[src/rtl/fshg_pkg.sv]
// Shared types and constants for the feeder stall and heat gate.
package fshg_pkg;

    // Fixed-point steps in Q16.16: 3.6 units forward, 1.8 units reverse
    localparam logic signed [32:0] STEP_Q16    = 33'sd235930;
    localparam logic signed [32:0] REVERSE_Q16 = 33'sd117965;

    localparam logic [9:0] LOCAL_HEAT_MAX = 10'd1023;

    localparam int CFG_IDX_W  = 3;
    localparam int CFG_DATA_W = 16;

    // Configuration register indexes
    typedef enum logic [CFG_IDX_W-1:0] {
        CFG_STALL_MEAN_LIMIT = 3'd0,
        CFG_STALL_HOLD       = 3'd1,
        CFG_HEAT_CEILING     = 3'd2,
        CFG_HEAT_RESERVE     = 3'd3,
        CFG_HEAT_PER_SHOT    = 3'd4,
        CFG_COOL_STEP        = 3'd5,
        CFG_COOL_INTERVAL    = 3'd6
    } cfg_idx_t;

    // Shot request codes
    localparam logic [1:0] REQ_SINGLE     = 2'd1;
    localparam logic [1:0] REQ_CONTINUOUS = 2'd2;

    typedef struct packed {
        logic [14:0] stall_mean_limit;
        logic [7:0]  stall_hold;
        logic [15:0] heat_ceiling;
        logic [15:0] heat_reserve;
        logic [7:0]  heat_per_shot;
        logic [7:0]  cool_step;
        logic [7:0]  cool_interval;
    } cfg_t;

    // Input transaction, last declared field in the lowest bits
    typedef struct packed {
        logic [4:0]         pad;
        logic [15:0]        referee_heat;
        logic               referee_present;
        logic [7:0]         shot_period;
        logic [1:0]         shot_request;
        logic signed [31:0] setpoint_now;
        logic signed [31:0] position_error;
        logic signed [31:0] position;
        logic signed [15:0] current_sample;
    } s_item_t;

    // Result transaction, last declared field in the lowest bits
    typedef struct packed {
        logic [4:0]         pad;
        logic [15:0]        heat_in_use;
        logic               shot_fired;
        logic               stall_locked;
        logic               setpoint_write;
        logic signed [31:0] setpoint_out;
    } m_item_t;

    // Stall detector status for the tick being processed
    typedef struct packed {
        logic trip;   // stall detected this tick, reverse commanded
        logic flag;   // stall flag after this tick
    } stall_stat_t;

    // Heat gate status for the tick being processed
    typedef struct packed {
        logic        fired;
        logic [15:0] heat;
    } heat_stat_t;

endpackage

[src/rtl/feeder_stall_and_heat_gate.sv]
// Feeder stall detector and heat-gated shot stepper, top level.
//
// Usage: one input transaction per control tick on the s_ channel carries the
// current sample, position, position error, setpoint, shot request and
// referee heat. For each one the block returns exactly one result on the m_
// channel: new setpoint, write strobe, stall flag, shot flag and heat used.
// Configuration registers are written through cfg_we/cfg_index/cfg_data while
// no transaction is in flight; writes to unknown indexes are dropped.
//
// The input register feeds the window sum, stall and heat logic, which load the
// result register when it is free; m_tvalid rises when that register loads.
// Every state update is applied at the edge that loads the result, so while
// results are taken a new input transaction is accepted every cycle and
// throughput is one per cycle.
//
// Reset clears the current window, running sum, stall flag, all counters and
// the local heat, and loads the register defaults. When m_tready is low the
// result register holds and the input register still takes one transaction,
// then s_tready drops until the result is taken.
module feeder_stall_and_heat_gate #(
    parameter int WINDOW = 10
) (
    input  logic                             aclk,
    input  logic                             aresetn,
    // input channel
    input  logic                             s_tvalid,
    output logic                             s_tready,
    // current_sample, position, position_error, setpoint_now, shot_request,
    // shot_period, referee_present, referee_heat, zero pad
    input  logic [143:0]                     s_tdata,
    // result channel
    output logic                             m_tvalid,
    input  logic                             m_tready,
    // setpoint_out, setpoint_write, stall_locked, shot_fired, heat_in_use,
    // zero pad
    output logic [55:0]                      m_tdata,
    // configuration write port
    input  logic                             cfg_we,
    input  logic [fshg_pkg::CFG_IDX_W-1:0]   cfg_index,
    input  logic [fshg_pkg::CFG_DATA_W-1:0]  cfg_data
);
    fshg_pkg::cfg_t        cfg_reg;
    fshg_pkg::s_item_t     in_reg;
    logic                  in_valid_reg;
    fshg_pkg::m_item_t     out_reg, out_next;
    logic                  out_valid_reg;
    logic                  advance;
    logic                  s_fire;
    logic                  perr_small;
    fshg_pkg::stall_stat_t stall_stat;
    fshg_pkg::heat_stat_t  heat_stat;
    logic signed [32:0]    fwd_sum, rev_sum;
    logic signed [31:0]    fwd_sat, rev_sat;

    // Handshake: the compute stage moves when the result register is free
    assign advance  = in_valid_reg && (!out_valid_reg || m_tready);
    assign s_tready = !in_valid_reg || advance;
    assign s_fire   = s_tvalid && s_tready;
    assign m_tvalid = out_valid_reg;
    assign m_tdata  = out_reg;

    // Configuration registers
    always_ff @(posedge aclk) begin
        if (!aresetn) begin
            cfg_reg.stall_mean_limit <= 15'd9500;
            cfg_reg.stall_hold       <= 8'd25;
            cfg_reg.heat_ceiling     <= 16'd320;
            cfg_reg.heat_reserve     <= 16'd50;
            cfg_reg.heat_per_shot    <= 8'd10;
            cfg_reg.cool_step        <= 8'd10;
            cfg_reg.cool_interval    <= 8'd25;
        end else if (cfg_we) begin
            case (fshg_pkg::cfg_idx_t'(cfg_index))
                fshg_pkg::CFG_STALL_MEAN_LIMIT: cfg_reg.stall_mean_limit <= cfg_data[14:0];
                fshg_pkg::CFG_STALL_HOLD:       cfg_reg.stall_hold       <= cfg_data[7:0];
                fshg_pkg::CFG_HEAT_CEILING:     cfg_reg.heat_ceiling     <= cfg_data;
                fshg_pkg::CFG_HEAT_RESERVE:     cfg_reg.heat_reserve     <= cfg_data;
                fshg_pkg::CFG_HEAT_PER_SHOT:    cfg_reg.heat_per_shot    <= cfg_data[7:0];
                fshg_pkg::CFG_COOL_STEP:        cfg_reg.cool_step        <= cfg_data[7:0];
                fshg_pkg::CFG_COOL_INTERVAL:    cfg_reg.cool_interval    <= cfg_data[7:0];
                default: ;
            endcase
        end
    end

    // Input register
    always_ff @(posedge aclk) begin
        if (!aresetn) begin
            in_valid_reg <= 1'b0;
        end else if (s_fire) begin
            in_valid_reg <= 1'b1;
        end else if (advance) begin
            in_valid_reg <= 1'b0;
        end
    end

    always_ff @(posedge aclk) begin
        if (s_fire) begin
            in_reg <= fshg_pkg::s_item_t'(s_tdata);
        end
    end

    fshg_stall_det #(
        .WINDOW (WINDOW)
    ) u_stall (
        .aclk       (aclk),
        .aresetn    (aresetn),
        .advance    (advance),
        .sample     (in_reg.current_sample),
        .mean_limit (cfg_reg.stall_mean_limit),
        .hold       (cfg_reg.stall_hold),
        .stat       (stall_stat)
    );

    // |position_error| below one shot step
    assign perr_small = (in_reg.position_error < 32'sd235930) &&
                        (in_reg.position_error > -32'sd235930);

    fshg_heat_gate u_heat (
        .aclk            (aclk),
        .aresetn         (aresetn),
        .advance         (advance),
        .cfg             (cfg_reg),
        .shot_request    (in_reg.shot_request),
        .shot_period     (in_reg.shot_period),
        .referee_present (in_reg.referee_present),
        .referee_heat    (in_reg.referee_heat),
        .stall_now       (stall_stat.flag),
        .perr_small      (perr_small),
        .stat            (heat_stat)
    );

    // Saturating setpoint step forward and reverse
    assign fwd_sum = 33'(in_reg.setpoint_now) + fshg_pkg::STEP_Q16;
    assign rev_sum = 33'(in_reg.position) - fshg_pkg::REVERSE_Q16;
    assign fwd_sat = (fwd_sum[32] != fwd_sum[31]) ?
                     (fwd_sum[32] ? 32'sh8000_0000 : 32'sh7FFF_FFFF) : fwd_sum[31:0];
    assign rev_sat = (rev_sum[32] != rev_sum[31]) ?
                     (rev_sum[32] ? 32'sh8000_0000 : 32'sh7FFF_FFFF) : rev_sum[31:0];

    // Result assembly
    always_comb begin
        out_next                = '0;
        out_next.setpoint_out   = in_reg.setpoint_now;
        if (heat_stat.fired) begin
            out_next.setpoint_out = fwd_sat;
        end else if (stall_stat.trip) begin
            out_next.setpoint_out = rev_sat;
        end
        out_next.setpoint_write = heat_stat.fired || stall_stat.trip;
        out_next.stall_locked   = stall_stat.flag;
        out_next.shot_fired     = heat_stat.fired;
        out_next.heat_in_use    = heat_stat.heat;
    end

    // Result register
    always_ff @(posedge aclk) begin
        if (!aresetn) begin
            out_valid_reg <= 1'b0;
        end else if (advance) begin
            out_valid_reg <= 1'b1;
        end else if (m_tready) begin
            out_valid_reg <= 1'b0;
        end
    end

    always_ff @(posedge aclk) begin
        if (advance) begin
            out_reg <= out_next;
        end
    end

    // A shot is never commanded while the stall flag is set
    a_no_shot_in_stall: assert property (@(posedge aclk) disable iff (!aresetn)
        out_valid_reg |-> !(out_reg.shot_fired && out_reg.stall_locked))
        else $error("shot fired while stalled");

    // Every shot comes with a setpoint write, as does every reverse; only shots are asserted
    a_shot_writes: assert property (@(posedge aclk) disable iff (!aresetn)
        out_valid_reg && out_reg.shot_fired |-> out_reg.setpoint_write)
        else $error("shot without setpoint write");

    // A held result blocks the compute stage
    a_hold_blocks: assert property (@(posedge aclk) disable iff (!aresetn)
        out_valid_reg && !m_tready |-> !advance)
        else $error("result overwritten while stalled");

    // A stall trip always raises the flag and blocks the shot
    a_trip_flag: assert property (@(posedge aclk) disable iff (!aresetn)
        advance && stall_stat.trip |-> stall_stat.flag && !heat_stat.fired)
        else $error("stall trip without flag");

endmodule

[src/rtl/fshg_stall_det.sv]
// Current magnitude window, running sum and stall flag with hold counter.
module fshg_stall_det #(
    parameter int WINDOW = 10
) (
    input  logic                  aclk,
    input  logic                  aresetn,
    input  logic                  advance,
    input  logic signed [15:0]    sample,
    input  logic [14:0]           mean_limit,
    input  logic [7:0]            hold,
    output fshg_pkg::stall_stat_t stat
);
    localparam int SUM_W = $clog2(WINDOW * 32768 + 1);

    logic [16:0]      win_reg [WINDOW];
    logic [SUM_W-1:0] sum_reg, sum_next;
    logic             flag_reg, flag_next;
    logic [7:0]       cnt_reg, cnt_next;
    logic [16:0]      mag;
    logic [SUM_W-1:0] thr;
    logic             trip;

    // Magnitude of the new sample, 17 bits to hold 32768
    assign mag      = sample[15] ? (17'd0 - {sample[15], sample}) : {1'b0, sample};
    assign sum_next = sum_reg - SUM_W'(win_reg[0]) + SUM_W'(mag);
    assign thr      = SUM_W'(WINDOW) * SUM_W'(mean_limit);

    // Flag hold and stall detection
    always_comb begin
        flag_next = flag_reg;
        cnt_next  = cnt_reg;
        trip      = 1'b0;
        if (flag_reg) begin
            if (cnt_reg < hold) begin
                cnt_next = cnt_reg + 8'd1;
            end else begin
                cnt_next  = 8'd0;
                flag_next = 1'b0;
            end
        end else if (sum_next > thr) begin
            flag_next = 1'b1;
            trip      = 1'b1;
        end
    end

    assign stat.trip = trip;
    assign stat.flag = flag_next;

    always_ff @(posedge aclk) begin
        if (!aresetn) begin
            for (int i = 0; i < WINDOW; i++) win_reg[i] <= '0;
            sum_reg  <= '0;
            flag_reg <= 1'b0;
            cnt_reg  <= 8'd0;
        end else if (advance) begin
            for (int i = 0; i < WINDOW - 1; i++) win_reg[i] <= win_reg[i+1];
            win_reg[WINDOW-1] <= mag;
            sum_reg  <= sum_next;
            flag_reg <= flag_next;
            cnt_reg  <= cnt_next;
        end
    end

endmodule

[src/rtl/fshg_heat_gate.sv]
// Heat source select, local heat cooling, fire counter and shot gate.
module fshg_heat_gate (
    input  logic                 aclk,
    input  logic                 aresetn,
    input  logic                 advance,
    input  fshg_pkg::cfg_t       cfg,
    input  logic [1:0]           shot_request,
    input  logic [7:0]           shot_period,
    input  logic                 referee_present,
    input  logic [15:0]          referee_heat,
    input  logic                 stall_now,
    input  logic                 perr_small,
    output fshg_pkg::heat_stat_t stat
);
    logic [9:0]  heat_reg, heat_next;
    logic [9:0]  heat_cooled;
    logic [10:0] heat_raised;
    logic [7:0]  cool_cnt_reg, cool_cnt_next;
    logic [7:0]  fire_cnt_reg, fire_cnt_next;
    logic [15:0] heat;
    logic        attempt;
    logic        gate_ok;
    logic        fired;

    // Cooling runs only on the local estimate
    always_comb begin
        cool_cnt_next = cool_cnt_reg;
        heat_cooled   = heat_reg;
        heat          = referee_heat;
        if (!referee_present) begin
            if (cool_cnt_reg < cfg.cool_interval) begin
                cool_cnt_next = cool_cnt_reg + 8'd1;
            end else begin
                cool_cnt_next = 8'd0;
                if (heat_reg >= 10'(cfg.cool_step)) begin
                    heat_cooled = heat_reg - 10'(cfg.cool_step);
                end
            end
            heat = 16'(heat_cooled);
        end
    end

    // Shot attempt: single, or continuous fire on counter wrap
    always_comb begin
        fire_cnt_next = fire_cnt_reg;
        attempt       = 1'b0;
        case (shot_request)
            fshg_pkg::REQ_SINGLE: begin
                attempt = 1'b1;
            end
            fshg_pkg::REQ_CONTINUOUS: begin
                if (fire_cnt_reg < shot_period) begin
                    fire_cnt_next = fire_cnt_reg + 8'd1;
                end else begin
                    fire_cnt_next = 8'd0;
                    attempt       = 1'b1;
                end
            end
            default: begin
                attempt = 1'b0;
            end
        endcase
    end

    // ceiling - heat >= reserve, evaluated without wrap
    assign gate_ok = ({1'b0, heat} + {1'b0, cfg.heat_reserve}) <= {1'b0, cfg.heat_ceiling};
    assign fired   = attempt && !stall_now && gate_ok && perr_small;

    // Local heat rises per shot, saturating
    assign heat_raised = {1'b0, heat_cooled} + 11'(cfg.heat_per_shot);
    always_comb begin
        heat_next = heat_cooled;
        if (fired) begin
            heat_next = heat_raised[10] ? fshg_pkg::LOCAL_HEAT_MAX : heat_raised[9:0];
        end
    end

    assign stat.fired = fired;
    assign stat.heat  = heat;

    always_ff @(posedge aclk) begin
        if (!aresetn) begin
            heat_reg     <= 10'd0;
            cool_cnt_reg <= 8'd0;
            fire_cnt_reg <= 8'd0;
        end else if (advance) begin
            heat_reg     <= heat_next;
            cool_cnt_reg <= cool_cnt_next;
            fire_cnt_reg <= fire_cnt_next;
        end
    end

endmodule

[config.mk]
export PLATFORM = sky130hd
export DESIGN_NAME = feeder_stall_and_heat_gate
export DESIGN_NICKNAME = d
export VERILOG_FILES = /design/src/rtl/fshg_pkg.sv /design/src/rtl/feeder_stall_and_heat_gate.sv /design/src/rtl/fshg_stall_det.sv /design/src/rtl/fshg_heat_gate.sv
export SDC_FILE = /design/constraint.sdc
export NUM_CORES = 1
export LEC_CHECK = 0
export BUFFER_PORTS_ARGS = -buffer_cell sky130_fd_sc_hd__buf_2
export CORE_ASPECT_RATIO = 1.75
export CORE_UTILIZATION = 55
export CTS_BUF_LIST = sky130_fd_sc_hd__clkbuf_16
export DETAILED_ROUTE_END_ITERATION = 6
export GPL_TIMING_DRIVEN = 0
export PLACE_DENSITY = 0.75
export SLEW_MARGIN = 20
export SYNTH_ARGS = -nofsm -noshare
export SYNTH_HDL_FRONTEND = slang
export SYNTH_SLANG_ARGS = --single-unit
[constraint.sdc]
create_clock -name aclk -period 8 [get_ports aclk]
set_clock_uncertainty 0.1 [all_clocks]
set_input_delay 1.6 -clock aclk [delete_from_list [all_inputs] [get_ports aclk]]
set_output_delay 1.6 -clock aclk [all_outputs]
set_load 0.02 [all_outputs]
==> flow_summary.json, run 1 <==
{
  "final_util": 0.643,
  "routedWlPerCell_um": 20.6,
  "rsz0062_at_grt": "no",
  "overflow": 0,
  "pre_cts_ws_ps": -738,
  "drive_gt1_frac": 0.140,
  "routed-wl-met3_mm": 2.71,
  "finish.instance_area_um2": 28700,
  "post-dp-hpwl_mm": 49.2,
  "multiInputGateArea_um2": 10700,
  "groute.usage.overall": 0.280,
  "status": "finished clean",
  "clock_latency_ps": 590,
  "cp.required_ps": 8190,
  "yosys_warnings": 0,
  "vias": 18400,
  "dr_wl_met2_mm": 34.9,
  "period_minus_slack_ps": 7760,
  "gp_congestion": 0.930,
  "h-tree-depth": 2,
  "drv_slew": 0,
  "drv_cap": 0,
  "numCtsBuffers": 46,
  "end_kind": "register",
  "arrival_ps": 7940,
  "synth_area_um2": 24900,
  "top_layer": "met4",
  "place_area_um2": 26900,
  "die_x_um": 163,
  "synthAdderAreaFrac": 0.0871,
  "p_leak_uw": 0.0116,
  "largest_reg_flops": 170,
  "clock-sinks": 495,
  "avgSynthCellArea_um2": 11.1,
  "regArea_um2": 13500,
  "grt_max_degree": 93,
  "max_freq_mhz": 129,
  "holdBufCountCts": 0,
  "critical_path.max_fanout": 10,
  "numPlacedInstances": 3053,
  "fin_cells": 3146,
  "worst_path_max_delay_cell": "or4_4",
  "holdWs_ps": 364,
  "core_um2": 44500,
  "max_slew_margin": 0.341,
  "ant_nets": 0,
  "antenna_found_initial": 2,
  "synthFlopType": "edfxtp_1",
  "hold_violations": 0,
  "firstDrtPassIters": 5,
  "portBuffers": 213,
  "muxShareOfSynthArea": 0.00963,
  "ys_types": 76,
  "synth_top_family_by_area": "simple AND/OR/NAND/NOR gates",
  "syn_inst": 2256,
  "ios": 226,
  "rows": 102,
  "areaGrowthSynthToFinish_pct": 14.9,
  "power.density_nw_per_um2": 266,
  "drt_wl_total_mm": 64.7,
  "fin_ws_ps": 244,
  "die_y_um": 284,
  "startpoint_type": "register",
  "grt_first_pass_wirelength_mm": 99.0,
  "finalSetupViolations": 0,
  "yosys.area_share.simple": 0.153,
  "period_share": 0.970,
  "clkTransAtPathRegs_ps": 70,
  "met1_length_mm": 22.4,
  "grt_pass1_vias": 18800,
  "fin_nets": 2862,
  "cts_tree": "done",
  "ys_seq_elements": 495,
  "clockBufferDepth": 3,
  "vias_per_cell": 5.86,
  "detail_route.drc_violations": 0,
  "synth_edf_count": 360,
  "drt_iter0_drc": 1186,
  "holdCritPathClass": "reg -> reg",
  "root_buffer": "clkbuf_16",
  "worstSetupPathType": "reg -> reg",
  "nFillCells": 3473,
  "cpPeakStageDelay_ps": 570,
  "synthXorXnorAreaFrac": 0.0481,
  "synthArstFlopShare": 0,
  "synth-compound-area-share": 0.127,
  "tightestPinTransition_ps": 988,
  "peakVddDrop_v": 0.000246,
  "die-area_um2": 46200,
  "ys_seq_area_frac": 0.542,
  "initial_core_util": 0.560
}
-- report_power, final --
part	total, µW	switching, µW	internal (µW)	leakage (µW)
logic	2070	1270	799	0.00608
registers	3160	115	3050	0.00474
clock network	2380	1020	1360	0.000802
total	7610	2400	5210	0.0116
-- cell families (layout without fill, tap and decap cells) --
kind of cell    Yosys count  in the layout
compound gates          469            469
xor+xnor                137            137
fa+ha+maj               161            161
buf+inv                 208            518
flops                   495            495
mux                      23             23
other cells               2             10
simple gates            761            761
-- path summary, 6_finish.rpt --
| path | from | end | slack [ps] | cells past startpoint |
|---|---|---|---|---|
| setup / recovery | u_heat.heat_reg[0] | m_tdata[19] | 240 | 31 |
| hold / removal | cfg_reg[42] | cfg_reg[42] | 360 | 2 |
| hold reg to reg | cfg_reg[42] | cfg_reg[42] | 360 | 2 |
| setup reg to reg | u_heat.heat_reg[0] | m_tdata[19] | 240 | 31 |
-- cell usage after synthesis (5+ instances only) --
cell type    n  area (µm²)
edfxtp_1   360       10800
nand2_1    268        1010
and3_1     166        1040
ha_1       140        1750
dfxtp_1    135        2700
inv_1      112         420
nor2_1     105         394
o21ai_0    105         526
clkbuf_1    77         289
a21boi_0    76         571
xnor2_1     76         666
o211ai_1    70         526
a21oi_1     67         335
xor2_1      61         534
nand3_1     41         205
and2_1      27         169
nor3_1      26         130
nand2b_1    25         156
nand4_1     24         150
fa_1        21         420
nor2b_1     20         125
o21a_1      19         143
a21o_1      17         128
mux2i_1     15         150
a211oi_1    13        97.6
nor4_1      13        81.3
a31oi_1     12        75.1
o31ai_1     10        75.1
or3_1       10        62.6
a22oi_1      9        67.6
a211o_1      8        70.1
buf_4        8        60.1
mux2_2       8        90.1
o31a_1       8        70.1
and4_1       7        61.3
or4_1        7        52.6
o311ai_0     6        52.6
o41ai_1      6        52.6
a2111oi_0    5        43.8
-- metrics by stage --
step	total power (µW)	TNS [ps]
after floorplan	4590	0
after global routing	7970	0
after global placement	5160	-112110
final	7610	0
after CTS	7620	0
after detailed placement	5240	-20410
-- per-layer routing --
metal	vias up	GRT usage
met2	539	0.533
met3	189	0.0316
met1	8930	0.281
met4	0	0.182
met5	-	0
li1	8785	-
-- layout by cell type (no fill, tap or decap), types with 9 or more instances in the layout --
cell / count
o21ai_0: 98
nand3_1: 41
nor3_1: 24
and2_1: 26
xor2_1: 61
clkbuf_1: 77
o21a_1: 19
fa_1: 21
xnor2_1: 74
buf_4: 14
and3_1: 166
a22oi_1: 9
edfxtp_1: 360
buf_2: 218
a31oi_1: 12
dfxtp_1: 135
nand4_1: 24
mux2i_1: 15
clkbuf_16: 46
nor2b_1: 20
nor2_1: 104
a21boi_0: 76
o21ai_1: 9
nand2b_1: 25
a21oi_1: 66
a211oi_1: 10
nand2_1: 268
inv_1: 116
bufinv_16: 9
nor4_1: 12
or3_1: 10
o31ai_1: 9
o211ai_1: 70
ha_1: 140
a21o_1: 17
-- critical path: cells and delay by family (launching register included) --
family,cells,cell delay (ps)
and+or+nand+nor,7,1570
AOI/OAI and AO/OA,11,2640
xor gates and xnor gates,1,410
adders and majority gates,4,1200
muxes,1,150
DFF,1,350
buffers and inverters,7,1020
-- repair_timing --
item / CTS / global route
setup endpoints to repair: 42 / 41
setup buffers: 3 / 1
resized for setup: 8 / 17
pin swaps: 1 / 2
-- cell type report --
type / instances / share of cell area
Sequential cell: 495 / 0.472
Multi-Input combinational cell: 1558 / 0.374
Timing Repair Buffer: 224 / 0.0430
Clock buffer: 46 / 0.0402
Tap cell: 572 / 0.0250
Clock inverter: 40 / 0.0170
Inverter: 113 / 0.0151
Buffer: 95 / 0.0144
Antenna cell: 3 / 0.000262
Note: power is estimated with default switching activity, not from simulation.
==> run 2, diff against run 1 <==
SETUP_SLACK_MARGIN = 0.4   (was unset)
==> run 2 against run 1 <==
Effect of this change:
- routed wire length is 0.50% higher
- first-iteration DRC count is 3.6% lower
- critical path depth is 1 lower
- register-to-register slack better by 270 ps
- maximum frequency is 3.6% higher
- setup slack better by 270 ps
- via count is 0.22% higher
- sequential power hardly changed
- clock-buffer cell count stayed put
- final cell count is 0.25% higher
- worst hold slack better by 0.78 ps
- flip-flop and latch count stayed put
- highest routed layer unchanged
==> flow_summary.json, run 2 (same netlist as run 1, synthesis figures left out) <==
{
  "status": "finished clean",
  "numCtsBuffers": 46,
  "antenna_found_initial": 2,
  "clockBufferDepth": 3,
  "hold_violations": 0,
  "drt_iter0_drc": 1143,
  "max_slew_margin": 0.363,
  "die_y_um": 284,
  "r2r_slack_ps": 510,
  "critical_path.max_fanout": 10,
  "cp_top_family": "compound AO/OA/AOI/OAI gates",
  "largest_reg_flops": 170,
  "power.density_nw_per_um2": 264,
  "ant_nets": 0,
  "period_minus_slack_ps": 7490,
  "die_x_um": 163,
  "tightestPinTransition_ps": 956,
  "detail_route.drc_violations": 0,
  "clock_latency_ps": 590,
  "cp.required_ps": 8250,
  "timing.critical_path.mode_cell": "buf_4",
  "cts_tree": "done",
  "clock-sinks": 495,
  "overflow": 0,
  "cp_num_buf_inv": 5,
  "nFillCells": 3450,
  "p_total_uw": 7630,
  "min_path_cells": 2,
  "startpoint_type": "register",
  "p_leak_uw": 0.0117,
  "pre_cts_ws_ps": -738,
  "grt_use_met3": 0.0313,
  "hold_end": "cfg_reg[42]",
  "end_kind": "register",
  "clkTransAtPathRegs_ps": 70,
  "firstDrtPassIters": 6,
  "drive_gt1_frac": 0.149,
  "use_met1": 0.281,
  "root_buffer": "clkbuf_16",
  "period_share": 0.936,
  "drv_slew": 0,
  "fin_ws_ps": 510,
  "groute.usage.overall": 0.281,
  "rsz0062_at_grt": "no",
  "rr_worst_depth": 30,
  "core_um2": 44500,
  "place_area_um2": 26900,
  "vias": 18500,
  "initial_core_util": 0.560,
  "grt_first_pass_wirelength_mm": 99.3,
  "portBuffers": 213,
  "grt_use_met2": 0.532,
  "holdWs_ps": 365,
  "die-area_um2": 46200,
  "grt_pass1_vias": 18800,
  "cpPeakStageDelay_ps": 620,
  "finish.instance_area_um2": 28900,
  "top_usage_layer": "met2",
  "ios": 226,
  "routedWlPerCell_um": 20.6,
  "grt_max_degree": 93,
  "worst_path_max_delay_cell": "or4_4",
  "rows": 102,
  "areaGrowthSynthToFinish_pct": 15.7,
  "rr_endpoint": "m_tdata[23]",
  "fin_nets": 2870,
  "finalSetupViolations": 0,
  "post-dp-hpwl_mm": 49.2,
  "vias_per_cell": 5.86,
  "layout_commonest_cell": "edfxtp_1",
  "drv_cap": 0,
  "mostFrequentLayoutCells": "edfxtp_1 (360), nand2_1 (268), buf_2 (218)",
  "worstSetupPathType": "reg -> reg",
  "arrival_ps": 7740,
  "drt_wl_total_mm": 65.0,
  "peakVddDrop_v": 0.000251,
  "holdCritPathClass": "reg -> reg",
  "h-tree-depth": 2,
  "gp_congestion": 0.930,
  "rr_startpoint": "u_heat.heat_reg[0]",
  "final_util": 0.648,
  "min_from": "cfg_reg[42]",
  "max_freq_mhz": 134
}
-- run 2: cell count changes in the layout (fill, tap and decap cells not counted), sizes merged --
cell    change
buf         +9
clkbuf      -1
-- run 2: cell type report --
type | count | area, µm² | share of cell area
diodes | 3 | 7.51 | 0.000260
plain buffers | 95 | 415 | 0.0144
clock buffers | 46 | 1150 | 0.0399
clock inverters | 40 | 487 | 0.0169
inverters | 113 | 432 | 0.0150
multi-input cells | 1558 | 10800 | 0.376
flip-flops and latches | 495 | 13500 | 0.468
well taps | 572 | 716 | 0.0248
repair buffers | 232 | 1290 | 0.0448
-- run 2: where the power goes --
part	switching [µW]	leakage [µW]	internal (µW)
Combinational	1280	0.00618	810
Clock	1020	0.000802	1360
Sequential	115	0.00474	3050
-- run 2: stage by stage --
step	cells	setup TNS [ps]
floorplan	2261	0
global placement	3046	-112110
detailed placement	3053	-20410
CTS	3143	0
global route	3153	0
finish	3154	0
-- run 2: worst max-delay path by stage --
stage / endpoint / start / cells past startpoint / slack (ps)
after floorplan: m_tdata[24] / u_heat.heat_reg[0] / 31 / 1370
after global placement: m_tdata[19] / u_heat.heat_reg[0] / 30 / -1990
after detailed placement: m_tdata[19] / u_heat.heat_reg[0] / 29 / -740
after CTS: m_tdata[19] / u_heat.heat_reg[0] / 33 / 410
after global routing: u_heat.heat_reg[3] / u_heat.heat_reg[0] / 31 / 150
final: m_tdata[23] / u_heat.heat_reg[0] / 30 / 510
-- run 2: tightest hold or removal path: cells and delay by family (launching register included) --
family	cells	cell delay (ps)
DFF	1	310
AOI/OAI and AO/OA	1	60
and+or+nand+nor	1	50
-- run 2: per-layer routing --
metal	up-vias	wire length, µm	part of all wire
met2	536	35200	0.54
met3	190	2630	0.040
met1	8956	22500	0.35
met5	-	0	0
met4	0	4640	0.071
li1	8802	-	-
-- run 2: timing repair --
action / in CTS / in global routing
hold buffers: 0 / 0
pin swaps: 3 / 13
endpoints found under the setup margin: 43 / 42
resized for setup: 25 / 31
setup buffers: 4 / 8
